<file path="src/sv/bmts_pkg.sv">
package bmts_pkg;

    localparam int MAX_VERTICES_DEF = 32;
    localparam int QUEUE_DEPTH_DEF  = 2;
    localparam int VTX_CAP          = 32;
    localparam int VC_W             = 6;
    localparam int VTX_W            = 5;
    localparam int S_TDATA_W        = 16;
    localparam int M_TDATA_W        = 8;
    localparam logic [VC_W-1:0] VC_RESET = 6'd32;

    typedef enum logic {
        OP_EDGE = 1'b0,
        OP_SORT = 1'b1
    } op_t;

    typedef struct packed {
        op_t              op;
        logic [VTX_W-1:0] from_vertex;
        logic [VTX_W-1:0] to_vertex;
    } cmd_t;

    typedef struct packed {
        logic [VTX_W-1:0] vertex_index;
        logic             cycle_found;
        logic             last_result;
    } result_t;

    // number of vertices actually held in the matrix
    function automatic int nv_of(int max_vertices);
        return (max_vertices < VTX_CAP) ? max_vertices : VTX_CAP;
    endfunction

endpackage

</file>
<file path="src/sv/bmts_front.sv">
module bmts_front #(
    parameter int CW = 6
) (
    input  logic              s_tvalid,
    output logic              s_tready,
    input  logic [9:0]        s_tdata,   // from_vertex [4:0], to_vertex [9:5]
    input  logic              s_tuser,   // opcode
    input  logic [CW-1:0]     active_n,
    input  logic              q_full,
    output logic              q_push,
    output bmts_pkg::cmd_t    q_cmd
);
    import bmts_pkg::*;

    op_t              op;
    logic [VTX_W-1:0] from_v;
    logic [VTX_W-1:0] to_v;
    logic             in_range;

    assign op     = op_t'(s_tuser);
    assign from_v = s_tdata[VTX_W-1:0];
    assign to_v   = s_tdata[2*VTX_W-1:VTX_W];

    // out-of-range edges are dropped here and never reach the queue
    assign in_range = (VC_W'(from_v) < VC_W'(active_n)) && (VC_W'(to_v) < VC_W'(active_n));

    assign s_tready = !q_full;
    assign q_push   = s_tvalid && !q_full && ((op == OP_SORT) || in_range);
    assign q_cmd    = '{op: op, from_vertex: from_v, to_vertex: to_v};

endmodule

</file>
<file path="src/sv/bmts_fifo.sv">
module bmts_fifo #(
    parameter int DEPTH = 2
) (
    input  logic           aclk,
    input  logic           aresetn,
    input  logic           push,
    input  bmts_pkg::cmd_t push_cmd,
    output logic           full,
    input  logic           pop,
    output logic           empty,
    output bmts_pkg::cmd_t head
);
    import bmts_pkg::*;

    localparam int PW   = (DEPTH > 1) ? $clog2(DEPTH) : 1;
    localparam int CNTW = $clog2(DEPTH + 1);

    cmd_t            mem_reg [DEPTH];
    logic [PW-1:0]   wr_ptr_reg, wr_ptr_next;
    logic [PW-1:0]   rd_ptr_reg, rd_ptr_next;
    logic [CNTW-1:0] count_reg, count_next;

    assign full  = (count_reg == CNTW'(DEPTH));
    assign empty = (count_reg == '0);
    assign head  = mem_reg[rd_ptr_reg];

    always_comb begin
        wr_ptr_next = wr_ptr_reg;
        rd_ptr_next = rd_ptr_reg;
        count_next  = count_reg;
        if (push) begin
            wr_ptr_next = (wr_ptr_reg == PW'(DEPTH - 1)) ? '0 : wr_ptr_reg + 1'b1;
        end
        if (pop) begin
            rd_ptr_next = (rd_ptr_reg == PW'(DEPTH - 1)) ? '0 : rd_ptr_reg + 1'b1;
        end
        unique case ({push, pop})
            2'b10:   count_next = count_reg + 1'b1;
            2'b01:   count_next = count_reg - 1'b1;
            default: count_next = count_reg;
        endcase
    end

    always_ff @(posedge aclk) begin
        if (!aresetn) begin
            wr_ptr_reg <= '0;
            rd_ptr_reg <= '0;
            count_reg  <= '0;
        end else begin
            wr_ptr_reg <= wr_ptr_next;
            rd_ptr_reg <= rd_ptr_next;
            count_reg  <= count_next;
        end
    end

    always_ff @(posedge aclk) begin
        if (push) begin
            mem_reg[wr_ptr_reg] <= push_cmd;
        end
    end

endmodule

</file>
<file path="src/sv/bmts_back.sv">
module bmts_back #(
    parameter int MAX_VERTICES = bmts_pkg::MAX_VERTICES_DEF,
    parameter int CW           = $clog2(bmts_pkg::nv_of(MAX_VERTICES) + 1)
) (
    input  logic              aclk,
    input  logic              aresetn,
    input  logic [CW-1:0]     active_n,
    input  logic              q_empty,
    input  bmts_pkg::cmd_t    q_head,
    output logic              q_pop,
    output logic              m_valid,
    input  logic              m_ready,
    output bmts_pkg::result_t m_res
);
    import bmts_pkg::*;

    localparam int NV = nv_of(MAX_VERTICES);
    localparam int IW = $clog2(NV);

    typedef enum logic [2:0] {
        ST_IDLE,
        ST_SCAN,
        ST_EMIT,
        ST_CYCLE,
        ST_CLEAR
    } state_t;

    state_t          state_reg;
    logic [NV-1:0]   rows_reg [NV];
    logic [NV-1:0]   used_reg;
    logic [NV-1:0]   src_reg;
    logic [NV-1:0]   inc_reg;
    logic [IW-1:0]   idx_reg;
    logic            final_reg;
    logic            out_valid_reg;
    result_t         out_reg;

    logic [NV-1:0]   all_mask;
    logic [NV-1:0]   inc_full;
    logic [NV-1:0]   src_new;
    logic [NV-1:0]   src_rest;
    logic            last_idx;
    logic            slot_free;
    logic            emit_now;

    always_comb begin
        for (int i = 0; i < NV; i++) begin
            all_mask[i] = (CW'(i) < active_n);
        end
    end

    assign inc_full  = inc_reg | rows_reg[idx_reg];
    assign src_new   = ~inc_full & ~used_reg & all_mask;
    assign src_rest  = src_reg & ~(NV'(1) << idx_reg);
    assign last_idx  = (CW'(idx_reg) == active_n - CW'(1));
    assign slot_free = !out_valid_reg || m_ready;
    assign emit_now  = slot_free && (((state_reg == ST_EMIT) && src_reg[idx_reg])
                                     || (state_reg == ST_CYCLE));
    assign q_pop     = (state_reg == ST_IDLE) && !q_empty;
    assign m_valid   = out_valid_reg;
    assign m_res     = out_reg;

    always_ff @(posedge aclk) begin
        if (!aresetn) begin
            state_reg     <= ST_IDLE;
            for (int i = 0; i < NV; i++) begin
                rows_reg[i] <= '0;
            end
            used_reg      <= '0;
            src_reg       <= '0;
            inc_reg       <= '0;
            idx_reg       <= '0;
            final_reg     <= 1'b0;
            out_valid_reg <= 1'b0;
            out_reg       <= '0;
        end else begin
            if (emit_now) begin
                out_valid_reg <= 1'b1;
            end else if (m_ready) begin
                out_valid_reg <= 1'b0;
            end
            unique case (state_reg)
                ST_IDLE: begin
                    if (!q_empty) begin
                        if (q_head.op == OP_EDGE) begin
                            rows_reg[q_head.from_vertex[IW-1:0]][q_head.to_vertex[IW-1:0]] <= 1'b1;
                        end else begin
                            idx_reg   <= '0;
                            inc_reg   <= '0;
                            used_reg  <= '0;
                            state_reg <= ST_SCAN;
                        end
                    end
                end
                ST_SCAN: begin
                    if (last_idx) begin
                        if (src_new == '0) begin
                            state_reg <= ST_CYCLE;
                        end else begin
                            src_reg   <= src_new;
                            used_reg  <= used_reg | src_new;
                            final_reg <= ((used_reg | src_new) == all_mask);
                            idx_reg   <= '0;
                            state_reg <= ST_EMIT;
                        end
                    end else begin
                        inc_reg <= inc_full;
                        idx_reg <= idx_reg + 1'b1;
                    end
                end
                ST_EMIT: begin
                    if (src_reg[idx_reg]) begin
                        if (slot_free) begin
                            out_reg           <= '{vertex_index: VTX_W'(idx_reg),
                                                   cycle_found:  1'b0,
                                                   last_result:  final_reg && (src_rest == '0)};
                            rows_reg[idx_reg] <= '0;
                            src_reg           <= src_rest;
                            if (src_rest == '0) begin
                                if (final_reg) begin
                                    state_reg <= ST_CLEAR;
                                end else begin
                                    idx_reg   <= '0;
                                    inc_reg   <= '0;
                                    state_reg <= ST_SCAN;
                                end
                            end else begin
                                idx_reg <= idx_reg + 1'b1;
                            end
                        end
                    end else begin
                        idx_reg <= idx_reg + 1'b1;
                    end
                end
                ST_CYCLE: begin
                    if (slot_free) begin
                        out_reg       <= '{vertex_index: '0, cycle_found: 1'b1,
                                           last_result: 1'b1};
                        state_reg     <= ST_CLEAR;
                    end
                end
                ST_CLEAR: begin
                    for (int i = 0; i < NV; i++) begin
                        rows_reg[i] <= '0;
                    end
                    used_reg  <= '0;
                    src_reg   <= '0;
                    state_reg <= ST_IDLE;
                end
                default: begin
                    state_reg <= ST_IDLE;
                end
            endcase
        end
    end

endmodule

</file>
<file path="src/sv/bit_matrix_topological_sort.sv">
// Edge load: one transfer per cycle while the queue is not full; the edge goes into the queue,
// then into the matrix when the idle back end pops it. Sort: per layer, the rows are ORed one
// row per cycle, then indices are walked up to the layer's highest source, each source emitted
// once the output slot is free; a layer with no source gives a cycle result. The matrix is then
// cleared. The first vertex comes after the pop and first scan; input stalls once the queue fills.
// Reset (aresetn low, synchronous): matrix and queue empty, vertex_count = 32, no output.
module bit_matrix_topological_sort #(
    parameter int MAX_VERTICES = bmts_pkg::MAX_VERTICES_DEF,
    parameter int QUEUE_DEPTH  = bmts_pkg::QUEUE_DEPTH_DEF
) (
    input  logic                           aclk,
    input  logic                           aresetn,
    input  logic                           cfg_we,
    input  logic [bmts_pkg::VC_W-1:0]      cfg_wdata,
    input  logic                           s_tvalid,
    output logic                           s_tready,
    input  logic [bmts_pkg::S_TDATA_W-1:0] s_tdata,   // from_vertex [4:0], to_vertex [9:5]
    input  logic                           s_tuser,   // opcode
    output logic                           m_tvalid,
    input  logic                           m_tready,
    output logic [bmts_pkg::M_TDATA_W-1:0] m_tdata,   // vertex_index [4:0]
    output logic                           m_tuser,   // cycle_found
    output logic                           m_tlast    // last_result
);
    import bmts_pkg::*;

    localparam int NV = nv_of(MAX_VERTICES);
    localparam int CW = $clog2(NV + 1);

    logic [VC_W-1:0] vc_reg;
    logic [CW-1:0]   active_n;
    logic            q_push, q_pop, q_full, q_empty;
    cmd_t            q_cmd, q_head;
    result_t         res;

    always_ff @(posedge aclk) begin
        if (!aresetn) begin
            vc_reg <= VC_RESET;
        end else if (cfg_we) begin
            vc_reg <= cfg_wdata;
        end
    end

    always_comb begin
        if (vc_reg == '0) begin
            active_n = CW'(1);
        end else if (vc_reg > VC_W'(NV)) begin
            active_n = CW'(NV);
        end else begin
            active_n = CW'(vc_reg);
        end
    end

    bmts_front #(.CW(CW)) u_front (
        .s_tvalid (s_tvalid),
        .s_tready (s_tready),
        .s_tdata  (s_tdata[2*VTX_W-1:0]),
        .s_tuser  (s_tuser),
        .active_n (active_n),
        .q_full   (q_full),
        .q_push   (q_push),
        .q_cmd    (q_cmd)
    );

    bmts_fifo #(.DEPTH(QUEUE_DEPTH)) u_fifo (
        .aclk     (aclk),
        .aresetn  (aresetn),
        .push     (q_push),
        .push_cmd (q_cmd),
        .full     (q_full),
        .pop      (q_pop),
        .empty    (q_empty),
        .head     (q_head)
    );

    bmts_back #(.MAX_VERTICES(MAX_VERTICES), .CW(CW)) u_back (
        .aclk     (aclk),
        .aresetn  (aresetn),
        .active_n (active_n),
        .q_empty  (q_empty),
        .q_head   (q_head),
        .q_pop    (q_pop),
        .m_valid  (m_tvalid),
        .m_ready  (m_tready),
        .m_res    (res)
    );

    assign m_tdata = {{(M_TDATA_W - VTX_W){1'b0}}, res.vertex_index};
    assign m_tuser = res.cycle_found;
    assign m_tlast = res.last_result;

endmodule

</file>
<file path="config.mk">
export PLATFORM = sky130hd
export DESIGN_NAME = bit_matrix_topological_sort
export DESIGN_NICKNAME = d
export VERILOG_FILES = /design/src/sv/bmts_pkg.sv /design/src/sv/bmts_front.sv /design/src/sv/bmts_fifo.sv /design/src/sv/bmts_back.sv /design/src/sv/bit_matrix_topological_sort.sv
export SDC_FILE = /design/constraint.sdc
export NUM_CORES = 2
export LEC_CHECK = 0
export BUFFER_PORTS_ARGS = -buffer_cell sky130_fd_sc_hd__buf_2
export CELL_PAD_IN_SITES_DETAIL_PLACEMENT = 0
export CELL_PAD_IN_SITES_GLOBAL_PLACEMENT = 1
export CORE_MARGIN = 3
export CORE_UTILIZATION = 49
export CTS_BUF_LIST = sky130_fd_sc_hd__clkbuf_8
export CTS_CLUSTER_DIAMETER = 40
export CTS_CLUSTER_SIZE = 10
export DETAILED_ROUTE_END_ITERATION = 7
export PLACE_DENSITY = 0.81
export SLEW_MARGIN = 20
export SYNTH_ARGS = -nofsm -noshare
export SYNTH_HDL_FRONTEND = slang
export SYNTH_SLANG_ARGS = --single-unit
</file>
<file path="constraint.sdc">
create_clock -name aclk -period 4.7 [get_ports aclk]
set_input_delay 0.47 -clock aclk [delete_from_list [all_inputs] [get_ports aclk]]
set_output_delay 0.47 -clock aclk [all_outputs]
set_load 0.005 [all_outputs]
</file>
==> out/metrics.csv <==
metric;value;unit
WS Path Type;reg2reg;
Top FF cell, synth;edfxtp_1;
CTS Root Cell;clkbuf_8;
max-cap violations;0;
Port-buffer cells;30;
Area contributors post-synth;edfxtp_1, o21ai_0, nor2_1;
R2R Path End;u_back.src_reg[23]$_SDFFE_PN0P_;
vias in the first global route;46346;
top cell type's share of synthesized area;52.1;%
synthesis-stage register bit count;1175;
CP Cell Sequence;buf_4 > or3b_2 > o22ai_1 > nor2_1 > a211o_1 > and4b_1 > nand4_2 > o31ai_1 > buf_4 > a21o_1 > buf_12 > mux2i_1;
R2R setup slack;0.13;ns
cell count of the worst reg-to-reg path;12;
CP max-delay cell;dfxtp_2;
CTS Buf Count;171;
setup TNS;0;ns
# rows;128;
Critical path buffers and inverters;3;
delay-heaviest family, CP;simple AND/OR/NAND/NOR gates;
antenna-violating nets left;0;
Clock Latency Late Sink;0.94;ns
Crit Path Max Fanout;15;
number of synthesized flops with an enable pin;1046;
Layout area overhead;10.3;%
htree depth;4;
Die Height;357;um
fin. max-slew vios;0;
via count;48228;
CTS tree;done;
leakage power;21.5;nW
CP Data Required Time;5.51;ns
DRC Markers;0;
max reg flops;1024;
Post-Syn Area;60300;sq um
crit-path max cell delay;0.74;ns
pwr dens;393;nW/um^2
routability cong.;0.941;
Worst Hold Class;in2reg;
sequential fraction of the synthesis area;56.4;%
yosys warns;0;
GRT Util Overall;32.8;%
Nets;5572;
CP dominant cell by count;buf_4;
dpl hpwl;124000;um
CP Launch Type;flop;
iteration count of the initial detailed-routing pass;6;
design area;66500;sq um
wire per inst;29.1;um
placed inst area;62700;sq um
clk sinks;1175;
Tmin final;4.57;ns
hold path startpoint;aresetn;
Die Wd;357;um
Min Hold Slack;0.235;ns
crit share post-route;97.3;%
GR Overflow Total;0;
DR iter-0 viols;7918;
RSZ-0062 raised after global routing;no;
core area;122000;sq um
# setup viols final;0;
measured slew at the worst slew-check pin;1.13;ns
Max Fclk;219;MHz
CP arrival;5.38;ns
cell taking the most area after synthesis;edfxtp_1;
initial antenna violation count;3;
asr flop ratio synth;0;%
starting density of the core;49.4;%
Post-Route WL;212000;um
clock buffer depth;3;
Netlist cell types;101;
cells after synthesis;5616;
slew margin rel.;24.2;%
skew final;0.0511;ns
first-pass GRT wire length;306000;um
WHS Endpoint;u_back.inc_reg[29]$_SDFFE_PN0P_;
status;finished, final reports clean;
I/O pins;40;
Tot Pwr;26.1;mW
CP endpoint kind;flop;
die area;127000;sq um
syn_area_per_cell;10.7;sq um
vias per inst;6.61;
share of layout cells above drive strength 1;15.3;%
Setup Fix Bufs, Post-CTS;0;
hold path cells;4;
Worst VDD drop;0.000301;V
largest net degree at the start of global routing;160;
Hold Fails Final Rpt;0;
Clock Pin Slew Worst Setup and Hold Paths;0.07;ns
-- how the worst max path moves through the flow --
stage                                      start                         endpoint  slack, ns  cells after the start
after floorplan           vc_reg[2]$_SDFFE_PN0P_   u_back.src_reg[0]$_SDFFE_PN0P_       0.86                     17
final                                       flop  u_back.src_reg[23]$_SDFFE_PN0P_       0.13                     12
after CTS                                   flop  u_back.src_reg[20]$_SDFFE_PN0P_       0.23                     12
after detailed placement                    flop  u_back.src_reg[20]$_SDFFE_PN0P_       0.22                     12
after global routing      vc_reg[1]$_SDFFE_PN0P_  u_back.src_reg[20]$_SDFFE_PN0P_      0.007                     15
after global placement                      flop  u_back.src_reg[11]$_SDFFE_PN0P_       0.23                     12
-- worst reg2reg max path, stage by stage, from the launching register on --
cell,delay [ns]
dfxtp_2,0.74
buf_4,0.35
or3b_2,0.47
o22ai_1,0.21
nor2_1,0.59
a211o_1,0.38
and4b_1,0.29
nand4_2,0.18
o31ai_1,0.47
buf_4,0.19
a21o_1,0.21
buf_12,0.19
mux2i_1,0.22
-- repair_timing --
| action | in CTS | in global routing |
|---|---|---|
| hold endpoints to repair | 31 | 0 |
| gates resized for setup | 0 | 4 |
| setup endpoints to repair | 0 | 32 |
| hold buffers | 26 | 0 |
-- Yosys cell counts (10+ instances only) --
master,instances
buf_4,32
inv_1,23
o22ai_1,51
nor3_1,21
and2_1,14
nand3_1,19
nor2b_1,23
ha_1,18
o21ai_0,1114
dfxtp_1,129
a22oi_1,91
nor3b_1,21
mux4_1,12
nand3b_1,12
nand2_1,404
mux2_2,18
nor4_1,18
buf_2,144
or2_2,10
nand2b_1,18
o211ai_1,12
buf_12,10
buf_6,29
a22o_1,16
a211oi_1,11
nor2_1,1137
a21oi_1,131
mux2i_1,247
a21o_1,12
edfxtp_1,1046
clkbuf_1,369
a221oi_1,14
a32o_1,10
o21a_1,12
mux4_2,160
-- layer usage --
layer	up-vias	track usage [%]	wire length, um	share of wire, %
met2	3356	50.3	95500	45
met3	694	8.59	28500	13
met5	-	0	13	0.0061
met1	23894	42.6	75600	36
met4	2	17.9	12600	5.9
li1	20282	-	-	-
-- logic make-up (layout without fill, tap and decap cells) --
group | Yosys count | after routing | synth area share (%)
AOI/OAI and AO/OA | 1584 | 1584 | 14.8
and+or+nand+nor | 1758 | 1758 | 12.1
other | 1 | 5 | 0.00622
adders and majority gates | 18 | 18 | 0.374
xor gates and xnor gates | 8 | 8 | 0.116
muxes | 437 | 437 | 10.9
buffers and inverters | 635 | 682 | 5.27
DFF | 1175 | 1175 | 56.4
-- final cells by class --
type	count	area, sq um
timing repair buffer	345	3470
sequential	1175	34000
antenna	2	5.00
fill	10479	55600
clock buffer	177	2440
multi-input combinational	3808	23300
inverter	25	93.8
clock inverter	135	1090
tap	1625	2030
-- metrics by stage --
stage	instances	util, %	worst slack [ns]
floorplan	5618	-	0.858
global placement	6952	51.4	0.226
detailed placement	6952	51.4	0.222
CTS	7290	54.5	0.229
global route	7291	54.5	0.00657
finish	7292	54.5	0.127
-- placed cells by master (no fill, tap or decap), drive strengths merged, types with 13 or more instances in the layout --
cell / netlist / layout
bufinv: 0 / 14
mux2: 18 / 18
clkinv: 0 / 52
nor2: 1142 / 1142
a21oi: 133 / 133
edfxtp: 1046 / 1046
nor3: 28 / 28
nor3b: 21 / 21
nand2b: 18 / 18
dfxtp: 129 / 129
nand2: 404 / 404
a22oi: 91 / 91
a221oi: 15 / 15
nor2b: 24 / 24
nand3b: 13 / 13
mux4: 172 / 172
and2: 15 / 15
nor4: 22 / 22
a22o: 16 / 16
clkbuf: 376 / 177
ha: 18 / 18
buf: 231 / 319
nand3: 21 / 21
mux2i: 247 / 247
clkinvlp: 0 / 20
inv: 25 / 74
a21o: 14 / 14
o21ai: 1120 / 1120
dlygate4sd3: 0 / 26
o22ai: 52 / 52
-- where the power goes --
group	total (mW)	switching, mW	internal [mW]
clock	8.74	4.39	4.36
combinational	5.32	3.68	1.64
sequential	12.1	0.281	11.8
Note: power is estimated with default switching activity, not from simulation.
